`config.mk`:
```
export PLATFORM = sky130hd
export DESIGN_NAME = chunked_payload_reassembler_core
export DESIGN_NICKNAME = d
export VERILOG_FILES = /design/src/rtl/cprs_pkg.sv /design/src/rtl/chunked_payload_reassembler_core.sv /design/src/rtl/cprs_step.sv
export SDC_FILE = /design/constraint.sdc
export NUM_CORES = 1
export LEC_CHECK = 0
export BUFFER_PORTS_ARGS = -buffer_cell sky130_fd_sc_hd__clkbuf_2
export CAP_MARGIN = 25
export CORE_UTILIZATION = 53
export DETAILED_ROUTE_END_ITERATION = 10
export GPL_TIMING_DRIVEN = 0
export MAX_ROUTING_LAYER = met4
export PLACE_DENSITY = 0.75
export SLEW_MARGIN = 20
export SYNTH_ARGS = -nofsm -noshare
export SYNTH_HDL_FRONTEND = slang
export SYNTH_SLANG_ARGS = --single-unit
```
`constraint.sdc`:
```
create_clock -name i_clk -period 4 [get_ports i_clk]
set_clock_uncertainty 0.1 [all_clocks]
set_input_delay 0 -clock i_clk [delete_from_list [all_inputs] [get_ports i_clk]]
set_output_delay 0 -clock i_clk [all_outputs]
set_load 0.01 [all_outputs]
```
`src/rtl/cprs_pkg.sv`:
```
// ----------------------------------------------------------------------------
// cprs_pkg
// types and constants of the chunked payload reassembler
// ----------------------------------------------------------------------------
`default_nettype none

package cprs_pkg;

    // largest declared payload size (0xff * 4)
    localparam int unsigned MAX_PAYLOAD = 1020;

    localparam int unsigned SIZE_W = 10;

    // command codes
    localparam logic CMD_HEADER = 1'b0;
    localparam logic CMD_DATA   = 1'b1;

    // status codes
    localparam logic [1:0] ST_OK   = 2'd0;
    localparam logic [1:0] ST_ERR  = 2'd1;
    localparam logic [1:0] ST_DONE = 2'd2;

    // size bytes still expected
    localparam logic [1:0] SZ_NONE = 2'd0;
    localparam logic [1:0] SZ_LOW  = 2'd1;
    localparam logic [1:0] SZ_HIGH = 2'd2;

    // one input transaction
    typedef struct packed {
        logic       cmd;
        logic       first_chunk;
        logic [7:0] chunk_len;
        logic [7:0] handler_id;
        logic [7:0] data_byte;
    } t_in_item;

    // one result transaction
    typedef struct packed {
        logic [1:0]        status;
        logic              byte_valid;
        logic [7:0]        payload_byte;
        logic [SIZE_W-1:0] byte_offset;
        logic              last;
    } t_out_item;

    // session state
    typedef struct packed {
        logic              session_busy;
        logic [SIZE_W-1:0] total_size;
        logic [SIZE_W-1:0] bytes_received;
        logic [7:0]        owner_id;
        logic [7:0]        chunk_left;
        logic [1:0]        size_bytes_pending;
        logic [7:0]        size_high_byte;
    } t_state;

endpackage

`default_nettype wire

```
`src/rtl/chunked_payload_reassembler_core.sv`:
```
// ----------------------------------------------------------------------------
// chunked_payload_reassembler_core
// checks length-prefixed chunks and forwards payload bytes with offsets
// ----------------------------------------------------------------------------
//
//   channel   handshake                  payload
//   -------   ------------------------   ----------------------------------
//   input     i_in_valid / o_in_ready    i_in_data  (t_in_item)
//   result    o_out_valid / i_out_ready  o_out_data (t_out_item)
//
// one result per input transaction, shown the cycle after acceptance
// sustained rate is one transaction per cycle while i_out_ready stays high; the result register holds it
// o_in_ready is high whenever the result register is empty or being drained
// a stalled result holds the input side off until it is taken
// synchronous active-low reset clears the session and the result valid
//
`default_nettype none

module chunked_payload_reassembler_core
    import cprs_pkg::*;
(
    input  wire       i_clk,
    input  wire       i_rst_n,
    input  wire       i_in_valid,
    output logic      o_in_ready,
    input  t_in_item  i_in_data,
    output logic      o_out_valid,
    input  wire       i_out_ready,
    output t_out_item o_out_data
);

    t_state    r_state;
    t_state    n_state;
    t_out_item r_result;
    t_out_item n_result;
    logic      r_out_valid;
    logic      in_fire;

    assign o_in_ready  = !r_out_valid || i_out_ready;
    assign in_fire     = i_in_valid && o_in_ready;
    assign o_out_valid = r_out_valid;
    assign o_out_data  = r_result;

    // per-transaction decode
    cprs_step u_step (
        .i_state  (r_state),
        .i_item   (i_in_data),
        .o_state  (n_state),
        .o_result (n_result)
    );

    // session state and result valid
    always_ff @(posedge i_clk) begin
        if (!i_rst_n) begin
            r_state     <= '0;
            r_out_valid <= 1'b0;
        end else begin
            if (in_fire) begin
                r_state <= n_state;
            end
            if (in_fire) begin
                r_out_valid <= 1'b1;
            end else if (i_out_ready) begin
                r_out_valid <= 1'b0;
            end
        end
    end

    // result payload
    always_ff @(posedge i_clk) begin
        if (in_fire) begin
            r_result <= n_result;
        end
    end

endmodule

`default_nettype wire

```
`src/rtl/cprs_step.sv`:
```
// ----------------------------------------------------------------------------
// cprs_step
// next session state and result for one transaction
// ----------------------------------------------------------------------------
`default_nettype none

module cprs_step
    import cprs_pkg::*;
(
    input  t_state    i_state,
    input  t_in_item  i_item,
    output t_state    o_state,
    output t_out_item o_result
);

    logic        err;
    logic [15:0] size_word;
    logic [7:0]  left_dec;
    logic [SIZE_W:0]   hdr_sum;
    logic [SIZE_W-1:0] recv_inc;

    assign size_word = {i_state.size_high_byte, i_item.data_byte};
    assign left_dec  = i_state.chunk_left - 8'd1;
    assign hdr_sum   = {1'b0, i_state.bytes_received} + {3'b000, i_item.chunk_len};
    assign recv_inc  = i_state.bytes_received + {{(SIZE_W-1){1'b0}}, 1'b1};

    // decode the transaction against the session
    always_comb begin
        err      = 1'b0;
        o_state  = i_state;
        o_result = '0;
        o_result.status = ST_OK;

        if (i_item.cmd == CMD_DATA) begin
            priority if (i_state.chunk_left == 8'd0) begin
                err = 1'b1;
            end else if (i_state.size_bytes_pending == SZ_HIGH) begin
                o_state.chunk_left         = left_dec;
                o_state.size_high_byte     = i_item.data_byte;
                o_state.size_bytes_pending = SZ_LOW;
            end else if (i_state.size_bytes_pending == SZ_LOW) begin
                o_state.chunk_left         = left_dec;
                o_state.size_bytes_pending = SZ_NONE;
                o_state.size_high_byte     = 8'd0;
                // size checks and first chunk overrun
                if ((size_word == 16'd0) || (size_word > 16'(MAX_PAYLOAD))
                        || ({8'd0, left_dec} > size_word)) begin
                    err = 1'b1;
                end else begin
                    o_state.total_size = size_word[SIZE_W-1:0];
                end
            end else begin
                // forward a payload byte
                o_result.byte_valid   = 1'b1;
                o_result.payload_byte = i_item.data_byte;
                o_result.byte_offset  = i_state.bytes_received;
                if (recv_inc >= i_state.total_size) begin
                    o_state         = '0;
                    o_result.status = ST_DONE;
                    o_result.last   = 1'b1;
                end else begin
                    o_state.chunk_left     = left_dec;
                    o_state.bytes_received = recv_inc;
                end
            end
        end else begin
            priority if (i_state.chunk_left != 8'd0) begin
                err = 1'b1;
            end else if (i_item.first_chunk) begin
                if (i_state.session_busy || (i_item.chunk_len < 8'd2)) begin
                    err = 1'b1;
                end else begin
                    o_state.session_busy       = 1'b1;
                    o_state.owner_id           = i_item.handler_id;
                    o_state.total_size         = '0;
                    o_state.bytes_received     = '0;
                    o_state.chunk_left         = i_item.chunk_len;
                    o_state.size_bytes_pending = SZ_HIGH;
                    o_state.size_high_byte     = 8'd0;
                end
            end else if ((i_item.chunk_len == 8'd0) || !i_state.session_busy
                    || (i_item.handler_id != i_state.owner_id)) begin
                err = 1'b1;
            end else if (hdr_sum > {1'b0, i_state.total_size}) begin
                err = 1'b1;
            end else begin
                o_state.chunk_left = i_item.chunk_len;
            end
        end

        // any violation aborts the session
        if (err) begin
            o_state         = '0;
            o_result        = '0;
            o_result.status = ST_ERR;
        end
    end

endmodule

`default_nettype wire

```
==> run metrics, run 1 <==
n_diodes 0; Power per Cell Area 289 nW/um^2; input/output buffers 53; FMAX roughly 240 MHz; max-slew violation count 0; Die Area about 8700 um^2; CP required 4150 ps; WL final about 11,000 um; first-pass GRT wire length 17,900 um; DR vias/cell a little under 6; PnR worst setup slack -227 ps; Setup violations, final 40; commonest non-fill, non-tap cell in the layout clkbuf_2; Area growth syn-to-layout 30.4%; DRC Markers 0; crit end category flop; number of failing hold endpoints at the final stage 0; io pins 54; Top FF cell, synth dfxtp_1; DIE WIDTH 93.1 um; Post-DRT Antenna Nets 0; most frequent cells in the layout 53 x clkbuf_2, 45 x dfxtp_1, 39 x ha_1; post-synthesis sequential area ratio 0.362; Crit path arrival time 4380 ps; # placed instances slightly above 600; Layout Cells excl Fill 687; syn nets 539; largest net degree at the start of global routing 31; fin crit period about 4200 ps; synthesized flop and latch total 69; RSZ-0062 raised after global routing true; number of max-cap violations 0; CORE AREA around 7900 um^2; critical path class reg -> reg; ys async rst share 0; H-tree depth 3; P_leak approximately 2.5 nW; # fillers 548; hpwl dp ~8000 um; 1st-iter DRT viols 239; layout cell share with drive strength beyond 1 0.272; Worst path top cell family by delay compound AO/OA/AOI/OAI gates; mapped cell area 4400 um^2; CTS tree yes; CP max FO 8; clock tree sinks between 60 and 70; Crit path largest cell delay 360 ps; status finished, violations left; EDFF count, synth 21; clk_lat worst skew about 360 ps; critical path, cell by cell ha_4 > fa_2 > a211oi_2 > nor2_2 > o311a_1 > o21a_1 > nor2_2 > xnor2_1 > ha_1 > nand4_1 > a211oi_2 > nor4_4 > a221oi_4 > o31ai_4 > a211oi_4 > buf_12 > and2b_1 > o21a_1; CTS max path bufs 2; Hold Path Class in -> reg; grt total ovfl 0; initial core utilization 0.558; CP Launch Type flop; Avg Cell Area, Syn ~9.4 um^2; total number of vias between 4,000 and 5,000; Least-Margin Pin Slew roughly 620 ps; clock root buffer clkbuf_8; initial antenna violation count 0; CTS clock-pin slew for the worst setup and hold paths 80 ps; fin crit share 1.06; Syn Inst Count 468; routability-driven placement congestion ratio 0.849; YS warnings 0; vias in the first global route ~3,800; failing checks negative setup slack; Critical-path top delay cell dfxtp_4; Wirelength per Cell 16.7 um; GRT Util Overall 0.274; Max transition margin 0.583; Worst VDD drop 0.171 mV; WP buf/inv 1; Die H between 90 and 100 um; fin nets 651; DRT Pass-1 Iters 5; unique cell type count in the Yosys netlist between 50 and 60; # rows 32; Power Total 1.66 mW; Num CTS Buffers 9
-- synth_stat cells, types with 2 or more instances --
master / n / area [um^2]
and2b_1: 4 / 30.0
a21oi_1: 19 / 95.1
xor2_1: 13 / 114
inv_1: 33 / 124
nand3_1: 29 / 145
and2_1: 14 / 87.6
o211a_1: 8 / 80.1
nor4_1: 5 / 31.3
nor2_1: 24 / 90.1
nor3b_1: 2 / 15.0
o21a_1: 11 / 82.6
o211ai_1: 3 / 22.5
nor2b_1: 7 / 43.8
clkbuf_1: 9 / 33.8
nand3b_1: 3 / 22.5
dfxtp_1: 48 / 961
buf_6: 2 / 22.5
nand2_1: 16 / 60.1
xnor2_1: 15 / 131
and3b_1: 4 / 35.0
buf_4: 3 / 22.5
o21ai_0: 29 / 145
nand4_1: 6 / 37.5
a21o_1: 6 / 45.0
nor3_1: 10 / 50.1
o31ai_4: 2 / 42.5
and3_1: 15 / 93.8
a32o_1: 4 / 40.0
edfxtp_1: 21 / 631
o2111ai_1: 3 / 26.3
a21boi_1: 4 / 30.0
ha_1: 40 / 500
nand2b_1: 9 / 56.3
o31ai_1: 7 / 52.6
nor3_4: 2 / 32.5
a211oi_1: 4 / 30.0
a21boi_0: 16 / 120
-- power by group --
group,switching (mW),internal (mW),total (mW)
Clock,0.296,0.290,0.585
Sequential,0.0113,0.743,0.755
Combinational,0.178,0.141,0.318
-- logic make-up after synthesis --
logic type      after synthesis  share of synthesized area
buf+inv                      50                     0.0492
flops                        69                      0.362
simple gates                155                      0.203
compound gates              125                      0.212
xor+xnor                     28                     0.0558
fa+ha+maj                    41                      0.118
-- flip-flops by register name, summed over array words and instances (netlist names) --
name	count
o_out_valid	1
r_state	47
o_out_data	21
-- stage by stage --
stage                util  worst slack, ps  cell area (um^2)  hold slack [ps]  setup TNS (ps)
detailed placement  0.610             -482              4810              163          -17280
floorplan               -             4.15              4420             38.9               0
global route        0.727             -440              5730             27.2          -15020
global placement    0.610             -377              4810              149          -11230
CTS                 0.711             -272              5600             14.0           -7430
finish              0.727             -227              5730             23.3           -4390
-- repair_timing --
| item | in CTS | in global routing |
|---|---|---|
| pin swaps | 36 | 15 |
| setup buffers | 17 | 4 |
| hold endpoints to repair | 38 | 0 |
| setup endpoints to repair | 48 | 48 |
| hold buffers | 24 | 0 |
| cloned | 2 | 1 |
| resized for setup | 65 | 20 |
-- worst reg2reg max path: stages, from the launching register on --
cell and delay, ps:
dfxtp_4 360, ha_4 160, fa_2 340, a211oi_2 250
nor2_2 60, o311a_1 320, o21a_1 190, nor2_2 90
xnor2_1 80, ha_1 300, nand4_1 160, a211oi_2 360
nor4_4 70, a221oi_4 280, o31ai_4 150, a211oi_4 300
buf_12 160, and2b_1 190, o21a_1 190
-- worst paths after layout --
| check | depth (start not counted) | slack (ps) | start | endpoint |
|---|---|---|---|---|
| worst min register to register | 2 | 380 | r_state[44] | r_state[44] |
| worst max-delay path | 18 | -230 | r_state[26] | r_state[18] |
| worst min-delay path | 3 | 20 | i_rst_n | r_state[33] |
| worst max register to register | 18 | -230 | r_state[26] | r_state[18] |
-- layer usage --
metal,GRT usage,wire length (um)
met1,0.326,4860
met2,0.474,5730
met5,-,0
met4,0.0859,222
met3,0.0472,655
-- layout make-up --
type | count | area (um^2) | area share
Clock buffer | 9 | 124 | 0.0216
Timing Repair Buffer | 100 | 726 | 0.127
Inverter | 34 | 128 | 0.0223
Multi-Input combinational cell | 350 | 2840 | 0.495
Buffer | 16 | 115 | 0.0201
Sequential cell | 69 | 1600 | 0.279
Tap cell | 102 | 128 | 0.0223
Clock inverter | 7 | 76.3 | 0.0133
No activity file was read; power rests on OpenSTA's default activity.
==> run 2: changes to the inputs <==
- CORE_MARGIN: unset -> 2
- REMOVE_ABC_BUFFERS: unset -> 1
==> run 2 against run 1 <==
The flow still finishes with violations (negative setup slack). Non-clock buffer count fell by 14. Register-to-register slack got worse by 80 ps. Sequential power barely moved. Critical path depth rose by 1. Power fell by 1.6%. First-iteration DRC count rose by 18%. Utilization fell by 2.7 points. Setup slack got worse by 78 ps. Sequential share of layout area rose by 0.17 points. Die area rose by 4.3%. Critical path type unchanged. Global-route usage rose by 1.1 points. Fmax fell by 1.8%.
==> run metrics, run 2 (synthesis results as in run 1) <==
status finished, violations left; failing checks negative setup slack; input/output buffers 53 (unchanged); Hold Path Class in -> reg; fin crit period 4300 ps (+77.5 ps); DR vias/cell 5.91 (-0.17%); Power per Cell Area 287 nW/um^2 (-0.89%); number of max-cap violations 0 (unchanged); Placed Instance Area 4720 um^2 (-1.8%); commonest non-fill, non-tap cell in the layout clkbuf_2; P_leak 2.48 nW (-1.2%); Least-Margin Pin Slew 1010 ps (+386 ps); Setup TNS Final -6940 ps (-2550 ps); hpwl dp 7620 um (-2.9%); Post-DRT Antenna Nets 0 (unchanged); CTS clock-pin slew for the worst setup and hold paths 80 ps (about the same); Layout Cells excl Fill 676 (-1.6%); vias in the first global route 4,024 (+5.5%); PnR worst setup slack -305 ps (-77.5 ps); CTS max path bufs 2 (unchanged); initial core utilization 0.541 (-0.0169); WL final 11,700 um (+2.4%); Num CTS Buffers 9 (unchanged); fin crit share 1.08 (+0.0194); # placed instances 612 (-1.8%); first-pass GRT wire length 19,200 um (+7.4%); FMAX 232 MHz (-1.8%); DRT Pass-1 Iters 5 (unchanged); routability-driven placement congestion ratio 0.868 (+2.2%); Die Area 9040 um^2 (+4.3%); max reg flops 47 (unchanged); largest net degree at the start of global routing 54 (+74%); final hold slack 35.7 ps (+12.4 ps); CP Launch Type flop; most frequent cells in the layout 53 x clkbuf_2, 46 x dfxtp_1, 39 x ha_1; max-slew violation count 0 (unchanged); Worst VDD drop 0.169 mV (-1.0%); grt total ovfl 0 (unchanged); fin nets 637 (-2.2%); post-route cell area 5690 um^2 (-0.70%); Max transition margin 0.326 (-0.257); total number of vias 3,993 (-1.8%); crit end category flop; Setup violations, final 48 (+20%); layout cell share with drive strength beyond 1 0.284 (+0.0119); RSZ-0062 raised after global routing true; # fillers 587 (+7.1%); GRT Util Overall 0.286 (+0.0114); clk_lat worst skew 360 ps (about the same); CTS tree yes; initial antenna violation count 0 (unchanged); CP max FO 8 (unchanged); io pins 54 (unchanged); H-tree depth 3 (unchanged); # rows 33 (+3.1%); number of failing hold endpoints at the final stage 0 (unchanged); CP required 4150 ps (about the same); Wirelength per Cell 17.4 um (+4.0%); clock tree sinks 69 (unchanged); Area growth syn-to-layout 29.4%; DRC Markers 0 (unchanged); Largest Register r_state; Die H 95.1 um (+2.1%); Crit path arrival time 4460 ps (+80 ps); CORE AREA 8130 um^2 (+3.1%); clock root buffer clkbuf_8; critical path class reg -> reg; n_diodes 0 (unchanged); DIE WIDTH 95.1 um (+2.1%); 1st-iter DRT viols 283 (+18%)
## run 2: changes by cell type in the layout (fill, tap and decap cells not counted), moves of 4 or more
cell / previous run / this run
clkbuf_1: 9 / 0
nand3_1: 17 / 25
nand3_2: 11 / 4
a21oi_1: 15 / 9
and3_1: 13 / 7
and3_4: 2 / 8
o21ai_1: 8 / 14
o31ai_1: 1 / 7
buf_4: 16 / 11
o21ai_0: 16 / 11
o31ai_2: 5 / 0
a21boi_0: 11 / 7
## run 2: layout make-up
type,count,area [um^2],share of cell area
inverters,34,128,0.0224
clock buffers,9,124,0.0218
flip-flops and latches,69,1600,0.280
well taps,105,131,0.0231
clock inverters,7,58.8,0.0103
multi-input cells,350,2880,0.505
repair buffers,102,778,0.137
## run 2: power breakdown
group          total (mW)  switching (mW)  internal (mW)
clock network       0.546           0.314          0.232
registers           0.756          0.0125          0.743
logic               0.330           0.185          0.144
## run 2: metrics by stage
| stage | utilization | setup WS (ps) | power (mW) |
|---|---|---|---|
| global route | 0.700 | -517 | 1.69 |
| finish | 0.700 | -305 | 1.63 |
| detailed placement | 0.581 | -868 | 1.02 |
| global placement | 0.579 | -745 | 1.01 |
| floorplan | - | -216 | 0.924 |
| CTS | 0.696 | -260 | 1.63 |
## run 2: routing by layer
| metal | vias up | GRT usage | share of wire |
|---|---|---|---|
| met5 | - | - | 0 |
| met4 | 0 | 0.149 | 0.038 |
| met3 | 36 | 0.0316 | 0.044 |
| met2 | 131 | 0.475 | 0.50 |
| met1 | 1925 | 0.342 | 0.42 |
| li1 | 1901 | - | - |
## run 2: worst paths after layout
check	depth (start not counted)	end	start	slack [ps]
hold reg to reg	2	r_state[6]	r_state[6]	380
setup reg to reg	19	r_state[25]	r_state[26]	-300
hold / removal	4	r_state[12]	i_in_data[18]	40
setup / recovery	19	r_state[25]	r_state[26]	-300
## run 2: what timing repair did
item	in CTS	in global routing
buffers inserted	25	1
hold buffers	21	0
resized for setup	77	25
pin swaps	53	24
gates cloned	3	0
setup endpoints to repair	48	48
endpoints found under the hold margin	36	0
## run 2: worst max-delay path, stage by stage (launching register included)
cell and delay [ps]:
dfxtp_4 360, ha_4 160, fa_2 370, a211oi_2 240, nor2_2 80, o311a_1 330
o21a_1 190, nor2_2 120, xnor2_2 80, ha_1 320, nand4_1 150, a211oi_2 270
nor4_2 90, a221oi_4 320, o31ai_4 120, buf_6 170, a211oi_4 240, buf_12 170
and2b_1 180, o21a_1 160
